**src/sv/mrs_pkg.sv**
```systemverilog
// Shared types, codes and functions of the Modbus RTU slave engine.
`timescale 1ns / 1ps
package mrs_pkg;

  // Input command codes.
  localparam logic [1:0] CMD_BYTE  = 2'd0;
  localparam logic [1:0] CMD_GAP   = 2'd1;
  localparam logic [1:0] CMD_READY = 2'd2;
  localparam logic [1:0] CMD_NONE  = 2'd3;

  // Verdict codes.
  localparam logic [2:0] V_OK       = 3'd0;
  localparam logic [2:0] V_CRC      = 3'd1;
  localparam logic [2:0] V_NOT_ADDR = 3'd2;
  localparam logic [2:0] V_BAD_REQ  = 3'd3;
  localparam logic [2:0] V_OVERFLOW = 3'd4;

  // Result kinds.
  localparam logic KIND_BYTE    = 1'b0;
  localparam logic KIND_VERDICT = 1'b1;

  // Function codes.
  localparam logic [7:0] FN_READ   = 8'h03;
  localparam logic [7:0] FN_WRITE1 = 8'h06;
  localparam logic [7:0] FN_WRITEN = 8'd16;

  localparam int MAX_READ    = 125;
  localparam int MAX_WRITE   = 123;
  localparam int REPLY_BYTES = 256;
  localparam int FCW         = 9;   // frame and reply counters
  localparam int QDEPTH      = 4;
  localparam int QAW         = 2;

  typedef struct packed {
    logic [1:0] cmd;
    logic [7:0] data;
  } item_t;

  typedef struct packed {
    logic           clearing;
    logic           reply_pending;
    logic [FCW-1:0] frame_count;
    logic [FCW-1:0] reply_len;
  } status_t;

  typedef enum logic [3:0] {
    S_CLEAR, S_IDLE, S_CRC_RD, S_CRC_DAT, S_CHECK, S_RHDR, S_HREAD,
    S_HDATA_HI, S_HDATA_LO, S_WR_RD, S_WR_HI, S_WR_LO, S_CRC_LO, S_CRC_HI,
    S_VERDICT, S_TX_OUT
  } state_t;

  // One byte of the reflected CRC-16 (polynomial 0xA001).
  function automatic logic [15:0] crc_byte(input logic [15:0] c, input logic [7:0] d);
    logic [15:0] r;
    r = c ^ {8'h00, d};
    for (int b = 0; b < 8; b++) begin
      r = r[0] ? ((r >> 1) ^ 16'hA001) : (r >> 1);
    end
    return r;
  endfunction

endpackage

```
**src/sv/mrs_queue.sv**
```systemverilog
// Short queue of classified items between the front end and the engine.
`timescale 1ns / 1ps
module mrs_queue (
  input  logic           clk,
  input  logic           rst,
  input  logic           push,
  input  mrs_pkg::item_t push_item,
  output logic           full,
  output logic           q_valid,
  output mrs_pkg::item_t q_item,
  input  logic           pop
);

  mrs_pkg::item_t            slots [mrs_pkg::QDEPTH];
  logic [mrs_pkg::QAW-1:0]   wr_ptr;
  logic [mrs_pkg::QAW-1:0]   rd_ptr;
  logic [mrs_pkg::QAW:0]     fill;

  assign full    = (fill == (mrs_pkg::QAW+1)'(mrs_pkg::QDEPTH));
  assign q_valid = (fill != '0);
  assign q_item  = slots[rd_ptr];

  always_ff @(posedge clk) begin
    if (push) begin
      slots[wr_ptr] <= push_item;
    end
  end

  always_ff @(posedge clk) begin
    if (rst) begin
      wr_ptr <= '0;
      rd_ptr <= '0;
      fill   <= '0;
    end else begin
      if (push) wr_ptr <= wr_ptr + 1'b1;
      if (pop)  rd_ptr <= rd_ptr + 1'b1;
      unique case ({push, pop})
        2'b10:   fill <= fill + 1'b1;
        2'b01:   fill <= fill - 1'b1;
        default: fill <= fill;
      endcase
    end
  end

endmodule

```
**config.mk**
```make
export PLATFORM = sky130hd
export DESIGN_NAME = mrs_queue
export DESIGN_NICKNAME = d
export VERILOG_FILES = /design/src/sv/mrs_pkg.sv /design/src/sv/mrs_queue.sv
export SDC_FILE = /design/constraint.sdc
export NUM_CORES = 1
export LEC_CHECK = 0
export BUFFER_PORTS_ARGS = -buffer_cell sky130_fd_sc_hd__buf_2
export CORE_MARGIN = 2
export CORE_UTILIZATION = 38
export CTS_CLUSTER_DIAMETER = 30
export DETAILED_ROUTE_END_ITERATION = 8
export GPL_TIMING_DRIVEN = 0
export SYNTH_ARGS = -nofsm -noshare
export SYNTH_HDL_FRONTEND = slang
export SYNTH_SLANG_ARGS = --single-unit
```
**constraint.sdc**
```tcl
create_clock -name clk -period 2.35 [get_ports clk]
set_input_delay 0.235 -clock clk [delete_from_list [all_inputs] [get_ports clk]]
set_output_delay 0.235 -clock clk [all_outputs]
set_load 0.005 [all_outputs]
```
==> out/qor.csv <==
metric,value,unit
combinational power share,10.4,%
Final Cell Area,2220,µm²
period utilisation layout,73.1,%
Synth top area share,64.0,%
"Req. time, crit path",2.12,ns
worst hold margin,0.147,ns
first-pass GRT wire length,4460,µm
CTS Buf Count,5,
area delta synth->final,18.0,%
Hold Path Class,primary input to register,
slowest library cell on the worst path,mux4_2,
CP max FO,10,
Vias/cell,4.74,
Syn Nets,119,
initial antenna violation count,0,
WL met3,102,µm
adder-cell share of the synthesized area,4.40,%
RSZ-0062 raised after global routing,false,
Synth Register Bits,49,
clock latency on the worst-skew pair,0.29,ns
Layout Skew,0.00341,ns
Synth cell types,19,
Compound-Gate Fraction of Synth Area,0.799,%
flip-flop and latch area,1380,µm²
Yosys top cell by area,edfxtp_1,
DRC Markers,0,
routed len/inst,14.9,µm
DR pass1 iterations,4,
vias in the first global route,902,
CP arrival,1.48,ns
Max Root-Sink Buffers,2,
Post-Syn Area per Cell,19.0,µm²
Fmax achieved,0.582,GHz
Max Cap Violations,0,
DIE WIDTH,74.3,µm
Internal,1.51,mW
Final Hold Vio Count,0,
mux cell area share after synthesis,12.5,%
clock root buffer,clkbuf_8,
top post-synthesis cells by area,"edfxtp_1 64%, mux4_2 12%, dfxtp_1 9.6%",
placed cell area,2080,µm²
layout cells sized above 1,33.6,%
met1 WL,1260,µm
number of core rows,25,
worst vdd ir,0.000399,V
WS Path Type,register to output pin,
"Seq/Total Area, Yosys",73.6,%
pin count of the biggest net entering global routing,16,
n_diodes,0,
Synth Instances,99,
power density cells,855,nW/µm²
setup_tns,0,ns
relative slew slack,61.5,%
switching pwr,385,µW
final antenna-violating net count,0,
GRT Resource Usage Total,11.7,%
Port Buffers,24,
GP Congestion,0.729,
total power,1.90,mW
status,finished clean,
simple-gate share of the synthesized area,4.13,%
worst path cell trace,buf_6 > mux4_2 > buf_2,
Detail Placement HPWL,1920,µm
total die area,5520,µm²
Sequential Power Share,53.1,%
Synth Cell Area,1880,µm²
top routing layer in use,met4,
CTS sink cnt,49,
initial core utilization,39.5,%
grt total ovfl,0,
R2R setup slack,0.80,ns
met2 WL,1550,µm
nets,150,
Worst Max-Slew Pin Slew,0.577,ns
post-cts repair resize count,0,
leakage,0.796,nW
max incr delay on CP,0.52,ns
net switching fraction of the power,20.3,%
DRT Wirelength,2950,µm
max-slew violations,0,
Clk pwr share,36.5,%
hold-fix buffers at CTS,0,
main combinational cell family by area after synthesis,multiplexers,
multi-input logic area,454,µm²
Core ar.,4750,µm²
xor and xnor area share after synthesis,2.33,%
Final setup viols,0,
Yosys warning total,0,
clock transition at the registers of the reported paths,0.08,ns
crit path time final,1.72,ns
die height,74.3,µm
# Post-CTS Setup Buffers,0,
Top Ports,26,
Worst Setup Start Kind,register,
Filler Cells Inserted,433,
Crit. End Element,output pin,
number of DRC markers in iteration 0,38,
htree depth,2,
via count,939,
TritonCTS clock tree,built,
==> power by group through the flow <==
stage                     Sequential (mW)  Clock [mW]  Combinational (mW)
after detailed placement             1.03           0               0.202
after floorplan                      1.02           0               0.127
final                                1.01       0.692               0.196
after global routing                 1.01       0.745               0.219
after global placement               1.02           0               0.195
after CTS                            1.01       0.712               0.202
==> placed cells by master, fill, tap and decap left out, drive strengths merged <==
cell,count
bufinv,2
nand2,1
dfxtp,9
clkbuf,7
a21oi,2
o21ai,1
inv,6
mux4,10
and3,1
edfxtp,40
nor2,8
or3,2
and2,4
clkinv,1
xor2,3
buf,25
xnor2,2
ha,5
mux2i,1
fa,1
==> routing by layer <==
metal / track usage [%] / up-vias
met5: 0 / -
met4: 5.95 / 0
met3: 4.20 / 4
met2: 18.5 / 17
met1: 14.3 / 486
li1: - / 432
==> worst max-delay path: cells and delay by family, from the launching register on <==
kind | cells | cell delay, ns
buf+inv | 2 | 0.33
mux | 1 | 0.52
flops | 1 | 0.34
==> final timing paths <==
check / from / to / cells past startpoint
hold / removal: push_item[7] / slots[3][7]$_DFFE_PP_ / 1
hold reg to reg: fill[1]$_SDFFE_PP0P_ / fill[1]$_SDFFE_PP0P_ / 2
setup / recovery: register / q_item[5] / 3
setup reg to reg: fill[1]$_SDFFE_PP0P_ / fill[2]$_SDFFE_PP0P_ / 5
==> synth_stat cells, drive strengths merged <==
| master | n |
|---|---|
| and3 | 1 |
| mux4 | 10 |
| or3 | 2 |
| buf | 1 |
| a21oi | 2 |
| fa | 1 |
| ha | 5 |
| mux2i | 1 |
| edfxtp | 40 |
| xor2 | 3 |
| and2 | 4 |
| dfxtp | 9 |
| inv | 6 |
| xnor2 | 2 |
| nor2 | 8 |
| nand2 | 1 |
| o21ai | 1 |
| clkbuf | 2 |
==> kinds of logic after synthesis <==
kind of cell,after synthesis
mux,11
compound gates,3
xor+xnor,5
fa+ha+maj,6
buf+inv,9
simple gates,16
flops,49
==> area by class of cell <==
class | instances | share of cell area (%)
buffer | 3 | 0.903
sequential | 49 | 62.3
multi-input combinational | 41 | 20.5
clock buffer | 5 | 3.11
inverter | 6 | 1.02
timing repair buffer | 24 | 5.42
tap | 67 | 3.78
clock inverter | 3 | 2.94
==> state kept, by name, summed over array words and instances, names as in the netlist, named ones only <==
register / flops
fill: 3
rd_ptr: 2
slots: 40
wr_ptr: 2
==> stage by stage <==
stage / setup WS [ns] / util, % / cells
floorplan: 0.847 / - / 99
global placement: 0.641 / 43.8 / 190
detailed placement: 0.596 / 43.8 / 190
CTS: 0.580 / 46.6 / 198
global route: 0.553 / 46.6 / 198
finish: 0.631 / 46.6 / 198
Note: power is estimated with default switching activity, not from simulation.
